$ cat src/rtl/sras_pkg.sv
// Package with the shared types and constants of the SPI register access sequencer.
package sras_pkg;

    localparam int BUFFER_DEPTH = 32;
    localparam int BUF_AW       = $clog2(BUFFER_DEPTH);
    localparam int CNT_W        = 6;
    localparam int POS_W        = 5;
    localparam int APB_AW       = 3;
    localparam int APB_DW       = 32;

    localparam logic [7:0] ADDR_READ_FLAG = 8'h80;
    localparam logic [7:0] ADDR_WRITE_MASK = 8'h7F;
    localparam logic [7:0] BYTE_ZERO = 8'h00;

    // Register index as taken from paddr[2].
    localparam logic REG_DUMMY_BYTE = 1'b0;

    typedef enum logic [2:0] {
        ACT_LOAD     = 3'd0,
        ACT_START_RD = 3'd1,
        ACT_START_WR = 3'd2,
        ACT_TX_READY = 3'd3,
        ACT_RX_BYTE  = 3'd4
    } t_action;

    typedef enum logic [2:0] {
        PH_IDLE  = 3'd0,
        PH_RCMD  = 3'd1,
        PH_WCMD  = 3'd2,
        PH_WDATA = 3'd3,
        PH_RDATA = 3'd4
    } t_phase;

    typedef struct packed {
        logic [2:0]       action;
        logic [7:0]       reg_addr;
        logic [CNT_W-1:0] xfer_count;
        logic [4:0]       buf_index;
        logic [7:0]       byte_value;
    } t_in_word;

    typedef struct packed {
        logic             tx_valid;
        logic [7:0]       tx_byte;
        logic             rx_valid;
        logic [7:0]       rx_data;
        logic [POS_W-1:0] rx_position;
        logic             select_active;
        logic             done_res;
        logic             rejected;
        logic [2:0]       phase;
    } t_out_word;

    // Handshake between the input register and the sequencer core.
    typedef struct packed {
        logic     valid;
        t_in_word word;
    } t_in_stage;

endpackage

$ cat src/rtl/sras_in_if.sv
// Input channel of the sequencer: event words with valid/ready handshake.
interface sras_in_if;
    import sras_pkg::*;

    logic             valid;
    logic             ready;
    logic [2:0]       action;
    logic [7:0]       reg_addr;
    logic [CNT_W-1:0] xfer_count;
    logic [4:0]       buf_index;
    logic [7:0]       byte_value;

    modport source (
        output valid, action, reg_addr, xfer_count, buf_index, byte_value,
        input  ready
    );
    modport sink (
        input  valid, action, reg_addr, xfer_count, buf_index, byte_value,
        output ready
    );
endinterface

$ cat src/rtl/sras_out_if.sv
// Output channel of the sequencer: result words with valid/ready handshake.
interface sras_out_if;
    import sras_pkg::*;

    logic             valid;
    logic             ready;
    logic             tx_valid;
    logic [7:0]       tx_byte;
    logic             rx_valid;
    logic [7:0]       rx_data;
    logic [POS_W-1:0] rx_position;
    logic             select_active;
    logic             done_res;
    logic             rejected;
    logic [2:0]       phase;

    modport source (
        output valid, tx_valid, tx_byte, rx_valid, rx_data, rx_position,
               select_active, done_res, rejected, phase,
        input  ready
    );
    modport sink (
        input  valid, tx_valid, tx_byte, rx_valid, rx_data, rx_position,
               select_active, done_res, rejected, phase,
        output ready
    );
endinterface

$ cat src/rtl/sras_cfg.sv
// APB-style configuration register block holding the dummy byte.
module sras_cfg (
    input  logic                       i_clk,
    input  logic                       i_rst_n,
    input  logic                       psel,
    input  logic                       penable,
    input  logic                       pwrite,
    input  logic [sras_pkg::APB_AW-1:0] paddr,
    input  logic [sras_pkg::APB_DW-1:0] pwdata,
    output logic [sras_pkg::APB_DW-1:0] prdata,
    output logic                       pready,
    output logic [7:0]                 o_dummy_byte
);
    import sras_pkg::*;

    logic [7:0] r_dummy_byte;
    logic       reg_index;
    logic       wr_en;

    assign reg_index = paddr[2];
    assign wr_en     = psel && penable && pwrite;
    assign pready    = 1'b1;

    always_ff @(posedge i_clk) begin
        if (!i_rst_n) begin
            r_dummy_byte <= BYTE_ZERO;
        end else if (wr_en && (reg_index == REG_DUMMY_BYTE)) begin
            r_dummy_byte <= pwdata[7:0];
        end
    end

    always_comb begin
        prdata = '0;
        if (reg_index == REG_DUMMY_BYTE) begin
            prdata = {{(APB_DW-8){1'b0}}, r_dummy_byte};
        end
    end

    assign o_dummy_byte = r_dummy_byte;

endmodule

$ cat src/rtl/sras_in_reg.sv
// Input register that captures one event word and holds it until the core takes it.
module sras_in_reg (
    input  logic                 i_clk,
    input  logic                 i_rst_n,
    sras_in_if.sink              i_in,
    input  logic                 i_take,
    output sras_pkg::t_in_stage  o_stage
);
    import sras_pkg::*;

    logic     r_valid;
    t_in_word r_word;
    logic     accept;

    assign i_in.ready = !r_valid || i_take;
    assign accept     = i_in.valid && i_in.ready;

    always_ff @(posedge i_clk) begin
        if (!i_rst_n) begin
            r_valid <= 1'b0;
        end else if (accept) begin
            r_valid <= 1'b1;
        end else if (i_take) begin
            r_valid <= 1'b0;
        end
    end

    always_ff @(posedge i_clk) begin
        if (accept) begin
            r_word.action     <= i_in.action;
            r_word.reg_addr   <= i_in.reg_addr;
            r_word.xfer_count <= i_in.xfer_count;
            r_word.buf_index  <= i_in.buf_index;
            r_word.byte_value <= i_in.byte_value;
        end
    end

    assign o_stage.valid = r_valid;
    assign o_stage.word  = r_word;

endmodule

$ cat src/rtl/sras_seq.sv
// Sequencer core: phase machine, write buffer, counters and the result register.
module sras_seq (
    input  logic                 i_clk,
    input  logic                 i_rst_n,
    input  sras_pkg::t_in_stage  i_stage,
    input  logic [7:0]           i_dummy_byte,
    output logic                 o_take,
    sras_out_if.source           o_out
);
    import sras_pkg::*;

    t_phase           r_phase, n_phase;
    logic [CNT_W-1:0] r_tx_rem, n_tx_rem;
    logic [CNT_W-1:0] r_rx_rem, n_rx_rem;
    logic [BUF_AW-1:0] r_tx_ptr, n_tx_ptr;
    logic [POS_W-1:0] r_rx_ptr, n_rx_ptr;
    logic [7:0]       r_buf [BUFFER_DEPTH];
    logic             r_out_valid;
    t_out_word        r_out, n_out;

    t_in_word         word;
    logic             busy;
    logic [CNT_W-1:0] count_sat;
    logic [7:0]       buf_rd;
    logic             buf_we;
    logic             advance;

    assign word    = i_stage.word;
    assign busy    = (r_phase != PH_IDLE);
    assign advance = i_stage.valid && (!r_out_valid || o_out.ready);
    assign o_take  = advance;

    assign count_sat = (int'(word.xfer_count) > BUFFER_DEPTH) ?
                       CNT_W'(BUFFER_DEPTH) : word.xfer_count;

    assign buf_rd = (int'(r_tx_ptr) < BUFFER_DEPTH) ? r_buf[r_tx_ptr] : BYTE_ZERO;

    assign buf_we = (word.action == ACT_LOAD) && !busy &&
                    (int'(word.buf_index) < BUFFER_DEPTH);

    // Next state of the phase machine and its counters.
    always_comb begin
        n_phase  = r_phase;
        n_tx_rem = r_tx_rem;
        n_rx_rem = r_rx_rem;
        n_tx_ptr = r_tx_ptr;
        n_rx_ptr = r_rx_ptr;
        case (word.action)
            ACT_START_RD, ACT_START_WR: begin
                if (!busy) begin
                    n_phase  = (word.action == ACT_START_RD) ? PH_RCMD : PH_WCMD;
                    n_tx_rem = count_sat;
                    n_rx_rem = count_sat;
                    n_tx_ptr = '0;
                    n_rx_ptr = '0;
                end
            end
            ACT_TX_READY: begin
                if (r_phase == PH_RCMD || r_phase == PH_RDATA) begin
                    if (r_tx_rem != '0) begin
                        n_tx_rem = r_tx_rem - 1'b1;
                    end
                end else if (r_phase == PH_WCMD || r_phase == PH_WDATA) begin
                    if (r_tx_rem != '0) begin
                        n_phase  = PH_WDATA;
                        n_tx_ptr = r_tx_ptr + 1'b1;
                        n_tx_rem = r_tx_rem - 1'b1;
                    end else begin
                        n_phase = PH_IDLE;
                    end
                end
            end
            ACT_RX_BYTE: begin
                if (r_phase == PH_RCMD) begin
                    n_phase = (r_rx_rem == '0) ? PH_IDLE : PH_RDATA;
                end else if (r_phase == PH_RDATA) begin
                    if (r_rx_rem != '0) begin
                        n_rx_ptr = r_rx_ptr + 1'b1;
                        n_rx_rem = r_rx_rem - 1'b1;
                    end
                    // The last data byte, or none left at all, closes the read.
                    if (r_rx_rem <= CNT_W'(1)) begin
                        n_phase = PH_IDLE;
                    end
                end
            end
            default: begin
            end
        endcase
    end

    // Result word for the current event.
    always_comb begin
        n_out               = '0;
        n_out.phase         = n_phase;
        n_out.select_active = (n_phase != PH_IDLE);
        case (word.action)
            ACT_LOAD: begin
                n_out.rejected = busy;
            end
            ACT_START_RD: begin
                n_out.rejected = busy;
                if (!busy) begin
                    n_out.tx_valid = 1'b1;
                    n_out.tx_byte  = word.reg_addr | ADDR_READ_FLAG;
                end
            end
            ACT_START_WR: begin
                n_out.rejected = busy;
                if (!busy) begin
                    n_out.tx_valid = 1'b1;
                    n_out.tx_byte  = word.reg_addr & ADDR_WRITE_MASK;
                end
            end
            ACT_TX_READY: begin
                if (r_tx_rem != '0) begin
                    if (r_phase == PH_RCMD || r_phase == PH_RDATA) begin
                        n_out.tx_valid = 1'b1;
                        n_out.tx_byte  = i_dummy_byte;
                    end else if (r_phase == PH_WCMD || r_phase == PH_WDATA) begin
                        n_out.tx_valid = 1'b1;
                        n_out.tx_byte  = buf_rd;
                    end
                end else if (r_phase == PH_WCMD || r_phase == PH_WDATA) begin
                    n_out.done_res = 1'b1;
                end
            end
            ACT_RX_BYTE: begin
                if (r_phase == PH_RCMD) begin
                    n_out.done_res = (r_rx_rem == '0);
                end else if (r_phase == PH_RDATA) begin
                    if (r_rx_rem != '0) begin
                        n_out.rx_valid    = 1'b1;
                        n_out.rx_data     = word.byte_value;
                        n_out.rx_position = r_rx_ptr;
                    end
                    n_out.done_res = (r_rx_rem <= CNT_W'(1));
                end
            end
            default: begin
            end
        endcase
    end

    always_ff @(posedge i_clk) begin
        if (!i_rst_n) begin
            r_phase     <= PH_IDLE;
            r_tx_rem    <= '0;
            r_rx_rem    <= '0;
            r_tx_ptr    <= '0;
            r_rx_ptr    <= '0;
            r_out_valid <= 1'b0;
        end else begin
            if (advance) begin
                r_phase  <= n_phase;
                r_tx_rem <= n_tx_rem;
                r_rx_rem <= n_rx_rem;
                r_tx_ptr <= n_tx_ptr;
                r_rx_ptr <= n_rx_ptr;
            end
            if (advance) begin
                r_out_valid <= 1'b1;
            end else if (o_out.ready) begin
                r_out_valid <= 1'b0;
            end
        end
    end

    always_ff @(posedge i_clk) begin
        if (advance) begin
            r_out <= n_out;
        end
    end

    always_ff @(posedge i_clk) begin
        if (advance && buf_we) begin
            r_buf[BUF_AW'(word.buf_index)] <= word.byte_value;
        end
    end

    assign o_out.valid         = r_out_valid;
    assign o_out.tx_valid      = r_out.tx_valid;
    assign o_out.tx_byte       = r_out.tx_byte;
    assign o_out.rx_valid      = r_out.rx_valid;
    assign o_out.rx_data       = r_out.rx_data;
    assign o_out.rx_position   = r_out.rx_position;
    assign o_out.select_active = r_out.select_active;
    assign o_out.done_res      = r_out.done_res;
    assign o_out.rejected      = r_out.rejected;
    assign o_out.phase         = r_out.phase;

endmodule

$ cat src/rtl/spi_register_access_sequencer.sv
// SPI register access sequencer, controller side: one event word in, one result word out.
// The block takes one event word per cycle while the output is not stalled, and returns
// one result word for each, in order. A word is held in the input register and then moves
// through the phase logic into the result register, from which its result is offered; the
// phase update and the write buffer read mux set the rate of one word per clock. A stalled
// output holds its result word while one more event word waits in the input register.
// Write data is loaded while idle; a start sends the command byte, each transmit-ready
// sends the next data or dummy byte, and read bytes come back numbered.
// The 32-entry write buffer has no reset: sending an entry that was never loaded gives
// an arbitrary byte. The dummy byte register sits at byte address 0 of the APB port.
module spi_register_access_sequencer (
    input  logic                        i_clk,
    input  logic                        i_rst_n,
    sras_in_if.sink                     i_in,
    sras_out_if.source                  o_out,
    input  logic                        psel,
    input  logic                        penable,
    input  logic                        pwrite,
    input  logic [sras_pkg::APB_AW-1:0] paddr,
    input  logic [sras_pkg::APB_DW-1:0] pwdata,
    output logic [sras_pkg::APB_DW-1:0] prdata,
    output logic                        pready
);
    import sras_pkg::*;

    logic       dummy_byte;
    logic [7:0] dummy_val;
    t_in_stage  stage;
    logic       take;

    assign dummy_byte = 1'b0;

    sras_cfg u_cfg (
        .i_clk        (i_clk),
        .i_rst_n      (i_rst_n),
        .psel         (psel),
        .penable      (penable),
        .pwrite       (pwrite),
        .paddr        (paddr),
        .pwdata       (pwdata),
        .prdata       (prdata),
        .pready       (pready),
        .o_dummy_byte (dummy_val)
    );

    sras_in_reg u_in_reg (
        .i_clk   (i_clk),
        .i_rst_n (i_rst_n),
        .i_in    (i_in),
        .i_take  (take),
        .o_stage (stage)
    );

    sras_seq u_seq (
        .i_clk        (i_clk),
        .i_rst_n      (i_rst_n),
        .i_stage      (stage),
        .i_dummy_byte (dummy_val | {7'b0, dummy_byte}),
        .o_take       (take),
        .o_out        (o_out)
    );

endmodule

$ cat src/flat_wrapper.sv
// flat-port wrapper written by rule: the top's interface ports become plain ports
module spi_register_access_sequencer_flat import sras_pkg::*;
  (i_clk, i_rst_n, psel, penable, pwrite, paddr, pwdata, prdata, pready, i_in_valid, i_in_action, i_in_reg_addr, i_in_xfer_count, i_in_buf_index, i_in_byte_value, i_in_ready, o_out_valid, o_out_tx_valid, o_out_tx_byte, o_out_rx_valid, o_out_rx_data, o_out_rx_position, o_out_select_active, o_out_done_res, o_out_rejected, o_out_phase, o_out_ready);
  sras_in_if i_in_i ();
  sras_out_if o_out_i ();
  input  logic i_clk;
  input  logic i_rst_n;
  input  logic psel;
  input  logic penable;
  input  logic pwrite;
  input  logic [sras_pkg::APB_AW-1:0] paddr;
  input  logic [sras_pkg::APB_DW-1:0] pwdata;
  output logic [sras_pkg::APB_DW-1:0] prdata;
  output logic pready;
  input wire logic [$bits(i_in_i.valid)-1:0] i_in_valid;
  input wire logic [$bits(i_in_i.action)-1:0] i_in_action;
  input wire logic [$bits(i_in_i.reg_addr)-1:0] i_in_reg_addr;
  input wire logic [$bits(i_in_i.xfer_count)-1:0] i_in_xfer_count;
  input wire logic [$bits(i_in_i.buf_index)-1:0] i_in_buf_index;
  input wire logic [$bits(i_in_i.byte_value)-1:0] i_in_byte_value;
  output wire logic [$bits(i_in_i.ready)-1:0] i_in_ready;
  output wire logic [$bits(o_out_i.valid)-1:0] o_out_valid;
  output wire logic [$bits(o_out_i.tx_valid)-1:0] o_out_tx_valid;
  output wire logic [$bits(o_out_i.tx_byte)-1:0] o_out_tx_byte;
  output wire logic [$bits(o_out_i.rx_valid)-1:0] o_out_rx_valid;
  output wire logic [$bits(o_out_i.rx_data)-1:0] o_out_rx_data;
  output wire logic [$bits(o_out_i.rx_position)-1:0] o_out_rx_position;
  output wire logic [$bits(o_out_i.select_active)-1:0] o_out_select_active;
  output wire logic [$bits(o_out_i.done_res)-1:0] o_out_done_res;
  output wire logic [$bits(o_out_i.rejected)-1:0] o_out_rejected;
  output wire logic [$bits(o_out_i.phase)-1:0] o_out_phase;
  input wire logic [$bits(o_out_i.ready)-1:0] o_out_ready;
  assign i_in_i.valid = i_in_valid;
  assign i_in_i.action = i_in_action;
  assign i_in_i.reg_addr = i_in_reg_addr;
  assign i_in_i.xfer_count = i_in_xfer_count;
  assign i_in_i.buf_index = i_in_buf_index;
  assign i_in_i.byte_value = i_in_byte_value;
  assign i_in_ready = i_in_i.ready;
  assign o_out_valid = o_out_i.valid;
  assign o_out_tx_valid = o_out_i.tx_valid;
  assign o_out_tx_byte = o_out_i.tx_byte;
  assign o_out_rx_valid = o_out_i.rx_valid;
  assign o_out_rx_data = o_out_i.rx_data;
  assign o_out_rx_position = o_out_i.rx_position;
  assign o_out_select_active = o_out_i.select_active;
  assign o_out_done_res = o_out_i.done_res;
  assign o_out_rejected = o_out_i.rejected;
  assign o_out_phase = o_out_i.phase;
  assign o_out_i.ready = o_out_ready;
  spi_register_access_sequencer u_core (.i_clk(i_clk), .i_rst_n(i_rst_n), .i_in(i_in_i), .o_out(o_out_i), .psel(psel), .penable(penable), .pwrite(pwrite), .paddr(paddr), .pwdata(pwdata), .prdata(prdata), .pready(pready));
endmodule
$ cat config.mk
export PLATFORM = sky130hd
export DESIGN_NAME = spi_register_access_sequencer_flat
export DESIGN_NICKNAME = d
export VERILOG_FILES = /design/src/rtl/sras_pkg.sv /design/src/rtl/sras_in_if.sv /design/src/rtl/sras_out_if.sv /design/src/rtl/sras_cfg.sv /design/src/rtl/sras_in_reg.sv /design/src/rtl/sras_seq.sv /design/src/rtl/spi_register_access_sequencer.sv /design/src/flat_wrapper.sv
export SDC_FILE = /design/constraint.sdc
export NUM_CORES = 1
export LEC_CHECK = 0
export ABC_AREA = 1
export BUFFER_PORTS_ARGS = -buffer_cell sky130_fd_sc_hd__buf_2
export CELL_PAD_IN_SITES_DETAIL_PLACEMENT = 1
export CELL_PAD_IN_SITES_GLOBAL_PLACEMENT = 2
export CORE_MARGIN = 1
export CORE_UTILIZATION = 35
export DETAILED_ROUTE_END_ITERATION = 7
export PLACE_DENSITY = 0.72
export SETUP_SLACK_MARGIN = 0.05
export SKIP_CTS_REPAIR_TIMING = 1
export SKIP_LAST_GASP = 1
export SYNTH_ARGS = -nofsm -noshare
export SYNTH_HDL_FRONTEND = slang
export SYNTH_HIERARCHICAL = 1
export SYNTH_SLANG_ARGS = --single-unit
export TNS_END_PERCENT = 50
$ cat constraint.sdc
create_clock -name i_clk -period 3.1 [get_ports i_clk]
set_input_delay 0.465 -clock i_clk [delete_from_list [all_inputs] [get_ports i_clk]]
set_output_delay 0.465 -clock i_clk [all_outputs]
set_load 0.03 [all_outputs]
# After elaboration in Yosys (flattened, before gate mapping)
# Memories as Yosys holds them, arrays and structs flattened. A register that Yosys moved wholly into a read port is not among the register bits.
# Index checks and enable logic that the tools add are counted.
dict set report word_totals {
  reg_bits 93
  ramBits 256
  input_bits 72
  out_inout_bits 64
  word_cells 130
  n_memories 1
}
# memory words word_bits read_ports rd_ports_with_merged_regs wr line
set mem_list {}
lappend mem_list {u_core.u_seq.r_buf 32 8 1 1 1 sras_seq.sv:17} ;# logic [7:0] r_buf [BUFFER_DEPTH];
dict set report classes {
  addsub 4
  n_lt_le_gt_ge 2
  eq_ne 16
  muxes 50
  bitwise 4
  n_reduce_logical 31
}
# cell count
set op_table {}
lappend op_table {{2-to-1 mux 6 bit} 8}
lappend op_table {{2-to-1 mux 5 bit} 9}
lappend op_table {{2-to-1 mux 9 bit} 5}
lappend op_table {{case mux 9 bit (3 select lines)} 1}
lappend op_table {{case mux 6 bit (2 select lines)} 2}
lappend op_table {{2-to-1 mux 3 bit} 7}
lappend op_table {{case mux 5 bit (2 select lines)} 2}
lappend op_table {{2-to-1 mux 14 bit} 1}
lappend op_table {{inequality test 2 bit (second input constant)} 7}
lappend op_table {{equality test 3 x 2 -> 1 bit (second input constant)} 4}
lappend op_table {{AND reduction 6 bit} 2}
lappend op_table {{nonzero test 6 bit} 2}
lappend op_table {{subtractor 6 x 1 -> 6 bit (second input constant)} 2}
lappend op_table {{adder 5 x 1 -> 5 bit (second input constant)} 2}
lappend op_table {{2-to-1 mux 1 bit} 10}
lappend op_table {{case mux 3 bit (3 select lines)} 1}
lappend op_table {{2-to-1 mux 8 bit} 1}
lappend op_table {{nonzero test 2 bit} 4}
lappend op_table {{logical AND 1 bit} 7}
lappend op_table {{equality test 3 x 1 -> 1 bit (second input constant)} 2}
lappend op_table {{equality test 3 bit (second input constant)} 2}
lappend op_table {{greater-than comparator 6 bit (second input constant)} 1}
lappend op_table {{less-or-equal comparator 6 x 1 -> 1 bit (second input constant)} 1}
lappend op_table {{logical NOT 6 bit} 1}
lappend op_table {{other kinds (12)} 23}

# Longest topological paths before layout
# Gate-level depths: netlist (run 1).
dict set report depth {
  depth_word 7
  depth_mapped 13
  ltp_nobuf 13
}

# By module
# The synthesis (run 1) kept the hierarchy.
# mod instances cells_each area_each_um2 seq_area_each_um2
set by_module_without_submodules {}
lappend by_module_without_submodules {sras_seq 1 1282 13434.1 9178.8}
lappend by_module_without_submodules {sras_in_reg 1 38 959.7 920.9}
lappend by_module_without_submodules {sras_cfg 1 100 669.4 160.2}

# Least setup slack after synthesis (run 1)
# OpenSTA, ideal clock, no wires.
dict set report synth_path {
  kind {input -> register}
  startpoint {input o_out_ready}
  endpoint {register u_core.u_in_reg.r_word, in the netlist u_core/u_in_reg/o_stage[0], enable pin}
  setup_time_ns 0.427
  t_arrival_ns 3.011
  t_required_ns 2.673
  slack_ns -0.338
  stages 6
  n_path_buf 0
  cell_sequence {inv_1 nand2_1 nand2_1 inv_1 inv_2 a21oi_1}
}
dict set report synth_between {
  elab_chain_len 4
}
# element line
set synth_rtl {}
lappend synth_rtl {{start: declaration} flat_wrapper.sv:32} ;# input wire logic [$bits(o_out_i.ready)-1:0] o_out_ready;
lappend synth_rtl {{logical OR 1 bit} sras_seq.sv:30} ;# assign advance = i_stage.valid && (!r_out_valid || o_out.ready);
lappend synth_rtl {{logical AND 1 bit} sras_seq.sv:30}
lappend synth_rtl {{via u_core.take} spi_register_access_sequencer.sv:29} ;# logic take;
lappend synth_rtl {{logical OR 1 bit} sras_in_reg.sv:15} ;# assign i_in.ready = !r_valid || i_take;
lappend synth_rtl {{logical AND 1 bit} sras_in_reg.sv:16} ;# assign accept = i_in.valid && i_in.ready;
lappend synth_rtl {{via u_core.u_in_reg.accept} sras_in_reg.sv:13} ;# logic accept;
lappend synth_rtl {{end: declaration} sras_in_reg.sv:12} ;# t_in_word r_word;
# The timed path passes the listed nets, and every way through them passes these cells.
# A chain may end at the register's enable or synchronous reset.

==> flow_summary.ini, run 1 <==
[clocking]
clockBufferDepth = 3
clk_latency_ps = 530
clk_pin_slew_ps = 60
cts_tree = yes
cts_inserted_buffers = 39
ctsHtreeMaxLevel = 2
cts.sinks = 354
root_buffer = clkbuf_16

[die]
die_w_um = 209
core-area_mm2 = 0.0421
rows = 75
dieHeight_um = 209
initial_core_util_pct = 35.7
dieArea_mm2 = 0.0438
io_pins = 136

[timing]
finalCritPeriodShare_pct = 79.4
hold_violations = 0
setup-tns-final_ps = 0
max_freq_mhz = 406
relSlewSlack_pct = 46.8
drv_slew = 0
setup_violations = 0
tightest_slew_ps = 799
period_needed_ps = 2460
rsz0062_at_grt = false
skew_ps = 18.0

[routing]
vias = 10300
totalWireLength_mm = 40.2
wire_per_inst_um = 19.1
viasPerCell = 4.87
drc = 0
drtAntennaViolNets = 0
drt-initial-drc-count = 608
dr.pass1.iters = 5

[grt]
overflow = 0
grt_pass1_wl_mm = 62.5
grt_max_degree = 129
grt_usage_pct = 18.8
grt_pass1_vias = 10800
antenna_found_initial = 0

[setup_path]
r2r_cells = 12
crit_top_cell = nand2_1
crit_arrival_ps = 2740
cp_cell_sequence = clkinv_2 > buf_12 > nand2_1 > nand3_1 > nand2_1 > nand2_1 > nand3_1 > nand3_1 > nand3_1 > nand2_1 > nand2_1 > nand2_1
crit_type = reg -> reg
crit_slowest_cell = clkinv_2
start_kind = register
rrSetupSlack_ps = 640
critPathMaxStageDelay_ps = 440
crit_fanout = 43
timing.critical_path.to = u_core/u_seq/o_out.tx_byte[3]$_DFFE_PP_
end_kind = register
crit_required_ps = 3380
r2r_end = u_core/u_seq/o_out.tx_byte[3]$_DFFE_PP_

[final_layout]
drive_gt1_share_pct = 15.1
final_nets = 1617
fillCellCount = 4642
layout_common_cells = nand2_1 (461), edfxtp_1 (314), nand3_1 (236), buf_2 (83), nor2_1 (78)
syn_to_final_growth_pct = 16.4
layout_commonest_cell = nand2_1
finalNonFillerCells = 2108

[placement]
hpwl_mm = 26.1
dp.cells = 2037
port_buffers = 83
place.gp.congestion = 0.762

[power]
pwr-share-clk_pct = 43.6
p_leak_uw = 0.00681
powerDensity_mw_per_mm2 = 591
p_switching_uw = 2250
switching_share_pct = 21.8
pwr-share-comb_pct = 4.9
irDropWorstVdd_mv = 0.357
intPower_uw = 8080
seqPwrFrac_pct = 51.6
totalPowerFinal_uw = 10300

[logic_synthesis]
yosys_warnings = 6
syn_area_mm2 = 0.0150
synth_cells = 1419
syn_area_per_cell_um2 = 10.6

[hold_path]
whs_path_depth = 1
hold_class = in -> reg
min-delay-start = i_in_xfer_count[2]

[status]
status = completed

[flow_run]
drv_cap = 0
==> layout make-up <==
| cell class | count | area (um2) | area share (%) |
|---|---|---|---|
| Sequential cell | 354 | 10200 | 58.5 |
| Tap cell | 539 | 674 | 3.85 |
| Timing Repair Buffer | 142 | 921 | 5.26 |
| Clock buffer | 48 | 1030 | 5.89 |
| Clock inverter | 22 | 204 | 1.17 |
| Inverter | 87 | 329 | 1.88 |
| Multi-Input combinational cell | 915 | 4100 | 23.4 |
| Antenna cell | 1 | 2.50 | 0.0143 |
==> sequential cells by signal, summed over array words and instances (netlist names), named ones only <==
name	count
u_core/u_in_reg/o_stage	29
u_core/u_seq/o_out.tx_valid	1
u_core/u_seq/o_out.tx_byte	8
u_core/u_seq/o_out.phase	3
u_core/u_seq/r_rx_rem	6
u_core/u_seq/o_out.rejected	1
u_core/u_in_reg/r_valid	1
u_core/u_seq/r_tx_ptr	5
u_core/u_cfg/o_dummy_byte	8
u_core/u_seq/r_phase	3
u_core/u_seq/r_rx_ptr	5
u_core/u_seq/o_out.done_res	1
u_core/u_seq/o_out.select_active	1
u_core/u_seq/o_out.rx_position	5
u_core/u_seq/r_buf	256
u_core/u_seq/o_out.valid	1
u_core/u_seq/o_out.rx_data	8
u_core/u_seq/o_out.rx_valid	1
u_core/u_seq/r_tx_rem	6
==> how the worst min path moves through the flow <==
stage	slack, ps	endpoint
4_1_cts	90	u_core/u_in_reg/o_stage[15]$_DFFE_PP_
5_1_grt	100	u_core/u_in_reg/o_stage[3]$_DFFE_PP_
2_1_floorplan	450	u_core/u_seq/r_tx_rem[1]$_SDFFE_PN0P_
3_5_place_dp	490	u_core/u_seq/r_tx_rem[3]$_SDFFE_PN0P_
6_report	110	u_core/u_in_reg/o_stage[15]$_DFFE_PP_
3_3_place_gp	470	u_core/u_seq/r_tx_rem[3]$_SDFFE_PN0P_
==> metal layers <==
layer / part of all wire, % / track usage (%)
met3: 3.7 / 2.75
met4: 1.7 / 4.36
met2: 48 / 31.3
met1: 47 / 25.9
met5: 0 / 0
==> critical path, delay by kind of cell (launching register included) <==
kind	cells	cell delay, ps
buffers and inverters	2	830
flip-flops	1	360
AND/OR/NAND/NOR	10	990
==> power by group through the flow <==
stage	Sequential (uW)	Clock [uW]	Combinational, uW
2_1_floorplan	5480	0	277
3_3_place_gp	5430	0	500
3_5_place_dp	5430	0	510
4_1_cts	5330	4620	512
5_1_grt	5340	4770	557
6_report	5330	4500	503
==> metrics by stage <==
step | hold slack, ps | setup slack (ps) | utilization (%) | instance area, um2
6_report | 112 | 637 | 41.5 | 17500
5_1_grt | 97.1 | 372 | 41.5 | 17500
4_1_cts | 92.6 | 579 | 41.5 | 17500
3_5_place_dp | 488 | 584 | 38.6 | 16300
3_3_place_gp | 474 | 606 | 38.6 | 16300
2_1_floorplan | 453 | 262 | - | 15100
(Power assumes the default switching activity.)
==> run 2: changes to the inputs <==
--- a/config.mk
+++ b/config.mk
@@ -5,14 +5,14 @@
 export SDC_FILE = /design/constraint.sdc
 export NUM_CORES = 1
 export LEC_CHECK = 0
-export ABC_AREA = 1
+export ABC_AREA = 0
 export BUFFER_PORTS_ARGS = -buffer_cell sky130_fd_sc_hd__buf_2
 export CELL_PAD_IN_SITES_DETAIL_PLACEMENT = 1
 export CELL_PAD_IN_SITES_GLOBAL_PLACEMENT = 2
 export CORE_MARGIN = 1
 export CORE_UTILIZATION = 35
 export DETAILED_ROUTE_END_ITERATION = 7
-export PLACE_DENSITY = 0.72
+export PLACE_DENSITY = 0.66
 export SETUP_SLACK_MARGIN = 0.05
 export SKIP_CTS_REPAIR_TIMING = 1
 export SKIP_LAST_GASP = 1
==> constraint.sdc (replaced) <==
create_clock -name i_clk -period 2 [get_ports i_clk]
set_input_delay 0.3 -clock i_clk [delete_from_list [all_inputs] [get_ports i_clk]]
set_output_delay 0.3 -clock i_clk [all_outputs]
set_load 0.03 [all_outputs]
==> run 2 against run 1 <==
Sequential power grew 55%. Final cell count fell by 12%. Largest power group unchanged. Register-to-register slack got worse by 800 ps. The run now ends with DRC, setup timing left. Critical path type unchanged. Clock-buffer cell count grew 2. Non-clock buffer count rose by 193. Via count is 7.6% lower. Clock skew is 5.2 ps higher.
==> flow_summary.ini, run 2 <==
[status]
status = finished with violations
violations = DRC, setup timing

[timing]
max_freq_mhz = 463
rsz0062_at_grt = true
hold_violations = 0
skew_ps = 23.3
tightest_slew_ps = 567
relSlewSlack_pct = 62.2
setup_violations = 220
finalCritPeriodShare_pct = 108
setup_ws_ps = -162
drv_slew = 0
period_needed_ps = 2160

[final_layout]
layout_commonest_cell = edfxtp_1
n_antenna_cell = 0
syn_to_final_growth_pct = 35.6
drive_gt1_share_pct = 38.0
largest_register_ffs = 256
final_nets = 1371
regMostFlops = u_core/u_seq/r_buf
layout_common_cells = edfxtp_1 (314), buf_4 (144), mux2i_1 (109), buf_2 (82), clkbuf_16 (40)
finalNonFillerCells = 1857

[setup_path]
crit_type = reg -> reg
start_kind = register
critPathMaxStageDelay_ps = 550
cp_cell_sequence = buf_4 > mux4_2 > nor2b_1 > a211oi_1 > o41ai_1
crit_fanout = 8
end_kind = register
crit_required_ps = 2310
crit_slowest_cell = mux4_2
crit_arrival_ps = 2470

[routing]
wire_per_inst_um = 22.8
dr.pass1.iters = 8
drc = 4
viasPerCell = 5.11
vias = 9491
drtAntennaViolNets = 0
drt-initial-drc-count = 584
totalWireLength_mm = 42.3

[clocking]
clockBufferDepth = 3
ctsHtreeMaxLevel = 2
root_buffer = clkbuf_16
cts_tree = yes
clk_latency_ps = 570
cts_inserted_buffers = 40
cts.sinks = 354
clk_pin_slew_ps = 60

[grt]
grt_usage_pct = 19.5
overflow = 0
antenna_found_initial = 1
grt_pass1_wl_mm = 60.5
grt_pass1_vias = 9579
grt_max_degree = 34

[power]
intPower_uw = 13100
p_leak_uw = 0.00693
switching_share_pct = 22.4
irDropWorstVdd_mv = 0.520
pwr-share-comb_pct = 6.0
p_switching_uw = 3770
powerDensity_mw_per_mm2 = 847
seqPwrFrac_pct = 48.9
pwr-share-clk_pct = 45.1

[logic_synthesis]
yosys_warnings = 6
syn_area_mm2 = 0.0147
synth_cells = 970
syn_area_per_cell_um2 = 15.1

[placement]
port_buffers = 83
hpwl_mm = 29.0
dp.cells = 1713
dp_slack_ps = -475
place.gp.congestion = 0.812

[die]
die_w_um = 207
dieHeight_um = 207
core-area_mm2 = 0.0410
initial_core_util_pct = 35.7
rows = 74
io_pins = 136
dieArea_mm2 = 0.0427

[flow_run]
drv_cap = 0

[hold_path]
hold_class = in -> reg
## run 2: path summary, 6_finish.rpt
path,slack (ps),cells past startpoint,from,endpoint
setup / recovery,-160,5,register,u_core/u_seq/o_out.tx_byte[6]$_DFFE_PP_
hold / removal,80,3,i_rst_n,u_core/u_seq/r_phase[2]$_SDFFE_PN0P_
setup reg to reg,-160,5,register,u_core/u_seq/o_out.tx_byte[6]$_DFFE_PP_
hold reg to reg,490,2,u_core/u_seq/r_rx_rem[5]$_SDFFE_PN0P_,u_core/u_seq/r_rx_rem[5]$_SDFFE_PN0P_
## run 2: power groups by stage
stage          Clock, uW  Sequential [uW]  Combinational, uW
5_1_grt             7990             8240               1090
4_1_cts             7770             8240                852
2_1_floorplan          0             8460                381
6_report            7580             8240               1010
3_5_place_dp           0             8390                850
3_3_place_gp           0             8390                830
## run 2: metrics by stage
stage | power, uW | hold WS [ps] | instance area, um2 | util (%) | TNS (ps)
floorplan | 8840 | 399 | 14800 | - | -26250
global placement | 9220 | 476 | 17000 | 41.4 | -39840
detailed placement | 9240 | 479 | 17000 | 41.4 | -62470
CTS | 16900 | -117 | 18400 | 44.8 | -65020
global route | 17300 | 85.1 | 19900 | 48.4 | -40470
finish | 16800 | 81.5 | 19900 | 48.4 | -11440
## run 2: critical path: cells and delay by family, from the launching register on
family                 cells  cell delay [ps]
AO/OA/AOI/OAI              2              570
buffers and inverters      1              220
flip-flops                 1              420
AND/OR/NAND/NOR            1              150
multiplexers               1              550
## run 2: area by class of cell
class	instances	area, um2
Clock buffer	50	1080
Clock inverter	24	279
Fill cell	4043	21100
Inverter	14	52.6
Multi-Input combinational cell	548	4630
Sequential cell	354	10200
Tap cell	532	666
Timing Repair Buffer	335	2920
## run 2: per-layer routing
layer  global-route usage, %  routed length [um]  vias to the layer above
met5                       0                   0                        -
li1                        -                   -                     4352
met1                    26.5               18800                     4886
met2                    32.0               20900                      193
met4                    6.01                1020                        0
met3                    3.33                1700                       60
==> run 3: changes to the inputs <==
--- a/config.mk
+++ b/config.mk
@@ -12,7 +12,7 @@
 export CORE_MARGIN = 1
 export CORE_UTILIZATION = 35
 export DETAILED_ROUTE_END_ITERATION = 7
-export PLACE_DENSITY = 0.66
+export PLACE_DENSITY_LB_ADDON = 0.15
 export SETUP_SLACK_MARGIN = 0.05
 export SKIP_CTS_REPAIR_TIMING = 1
 export SKIP_LAST_GASP = 1
==> run 3 against run 2 <==
The flow still finishes with violations (DRC, setup timing). Sequential share of layout area rose by 1.3 points. Clock power fell by 3.6%. Worst hold slack got worse by 80 ps. Core utilization fell by 1.2 points. Combinational power fell by 4%. Maximum frequency rose by 0.57%. Final cell count fell by 1.1%. Die area did not move.
==> flow_summary.ini, run 3 (synthesis results as in run 2) <==
[status]
status = finished with violations
violations = DRC, setup timing

[final_layout]
layout_commonest_cell = edfxtp_1
layout_common_cells = edfxtp_1 (314), buf_4 (149), mux2i_1 (111), buf_2 (83), clkbuf_16 (43)
final_nets = 1350
fin_area_mm2 = 0.0194
post-route-util_pct = 47.2
syn_to_final_growth_pct = 32.3
regMostFlops = u_core/u_seq/r_buf
largest_register_ffs = 256
drive_gt1_share_pct = 34.9

[routing]
drc = 16
drtAntennaViolNets = 0
viasPerCell = 5.06
dr.pass1.iters = 6
drt-initial-drc-count = 414
vias = 9295
totalWireLength_mm = 42.0
wire_per_inst_um = 22.9

[die]
dieArea_mm2 = 0.0427
core-area_mm2 = 0.0410
initial_core_util_pct = 35.7
dieHeight_um = 207
io_pins = 136
rows = 74
die_w_um = 207

[timing]
hold-worst-slack_ps = 1.12
max_freq_mhz = 465
rsz0062_at_grt = true
period_needed_ps = 2150
setup-tns-final_ps = -3200
setup_violations = 152
setup_ws_ps = -150
tightest_slew_ps = 950
skew_ps = 19.3
relSlewSlack_pct = 36.7
drv_slew = 0
finalCritPeriodShare_pct = 107
hold_violations = 0

[setup_path]
start_kind = register
rrSetupSlack_ps = -150
timing.critical_path.to = u_core/u_seq/o_out.select_active$_DFFE_PP_
r2r_cells = 8
regToRegStartpoint = u_core/u_seq/r_tx_rem[1]$_SDFFE_PN0P_
r2r_end = u_core/u_seq/o_out.select_active$_DFFE_PP_
crit_required_ps = 2290
crit_arrival_ps = 2440
crit_fanout = 4
worstSetupStartpoint = u_core/u_seq/r_tx_rem[1]$_SDFFE_PN0P_
end_kind = register
crit_type = reg -> reg

[placement]
placed_cell_area_mm2 = 0.0169
place.gp.congestion = 0.775
hpwl_mm = 28.2
port_buffers = 83

[clocking]
cts_inserted_buffers = 40
clk_pin_slew_ps = 60
cts_tree = yes
clockBufferDepth = 3
ctsHtreeMaxLevel = 2
root_buffer = clkbuf_16
cts.sinks = 354
clk_latency_ps = 560

[grt]
antenna_found_initial = 1
grt_pass1_vias = 9380
grt_usage_pct = 19.5
grt_pass1_wl_mm = 59.7
overflow = 0
grt_max_degree = 34

[power]
totalPowerFinal_uw = 16500
p_leak_uw = 0.00673
irDropWorstVdd_mv = 0.618
powerDensity_mw_per_mm2 = 852

[hold_path]
min-delay-start = pwdata[5]
hold_class = in -> reg

[flow_run]
drv_cap = 0
[run 3: cell types whose count changed in the layout (fill, tap and decap cells not counted), moves of 4 or more]
cell / previous run / this run
buf_6: 35 / 22
a22oi_1: 18 / 22
nor2_2: 7 / 13
nor2_4: 22 / 11
mux2_1: 1 / 6
a22oi_2: 9 / 5
buf_8: 11 / 3
buf_12: 24 / 20
nor2_1: 28 / 33
buf_4: 144 / 149
mux2_4: 4 / 0
[run 3: layer usage]
metal  track usage, %  up-vias  wire, um
met5                0        -         0
met4             5.44        0       982
met3             3.55       63      1680
met2             32.4      204     20800
met1             26.0     4721     18600
li1                 -     4307         -
[run 3: worst min-delay path by stage]
stage                                                            to  slack (ps)  cells past startpoint
after floorplan                u_core/u_in_reg/o_stage[0]$_DFFE_PP_         400                      0
after global placement        u_core/u_in_reg/o_stage[18]$_DFFE_PP_         480                      1
after detailed placement      u_core/u_in_reg/o_stage[14]$_DFFE_PP_         480                      1
after CTS                     u_core/u_in_reg/o_stage[10]$_DFFE_PP_        -100                      1
after global routing      u_core/u_cfg/o_dummy_byte[2]$_SDFFE_PN0P_           9                      3
final                     u_core/u_cfg/o_dummy_byte[5]$_SDFFE_PN0P_           1                      3
[run 3: metrics by stage]
| stage | setup WS (ps) | std cells |
|---|---|---|
| 2_1_floorplan | -160 | 993 |
| 3_3_place_gp | -583 | 1699 |
| 3_5_place_dp | -585 | 1699 |
| 4_1_cts | -566 | 1773 |
| 5_1_grt | -224 | 1836 |
| 6_report | -150 | 1837 |
[run 3: power by group]
| part | total, uW | switching (uW) | internal, uW |
|---|---|---|---|
| sequential | 8240 | 84.9 | 8160 |
| combinational | 969 | 595 | 374 |
| clock | 7310 | 2930 | 4370 |
| total | 16500 | 3610 | 12900 |
[run 3: critical path: stages (launching register included)]
cell     delay, ps
dfxtp_2        330
inv_2           60
ha_4           120
or4b_4         470
buf_6          160
nor3_4         180
a221o_1        190
a21oi_2         60
or3_1          320
[run 3: cell type report]
cell class / count / area, um2
Antenna cell: 1 / 2.50
Clock buffer: 54 / 1140
Clock inverter: 20 / 180
Fill cell: 4059 / 21600
Inverter: 14 / 52.6
Multi-Input combinational cell: 548 / 4470
Sequential cell: 354 / 10200
Tap cell: 532 / 666
Timing Repair Buffer: 314 / 2630
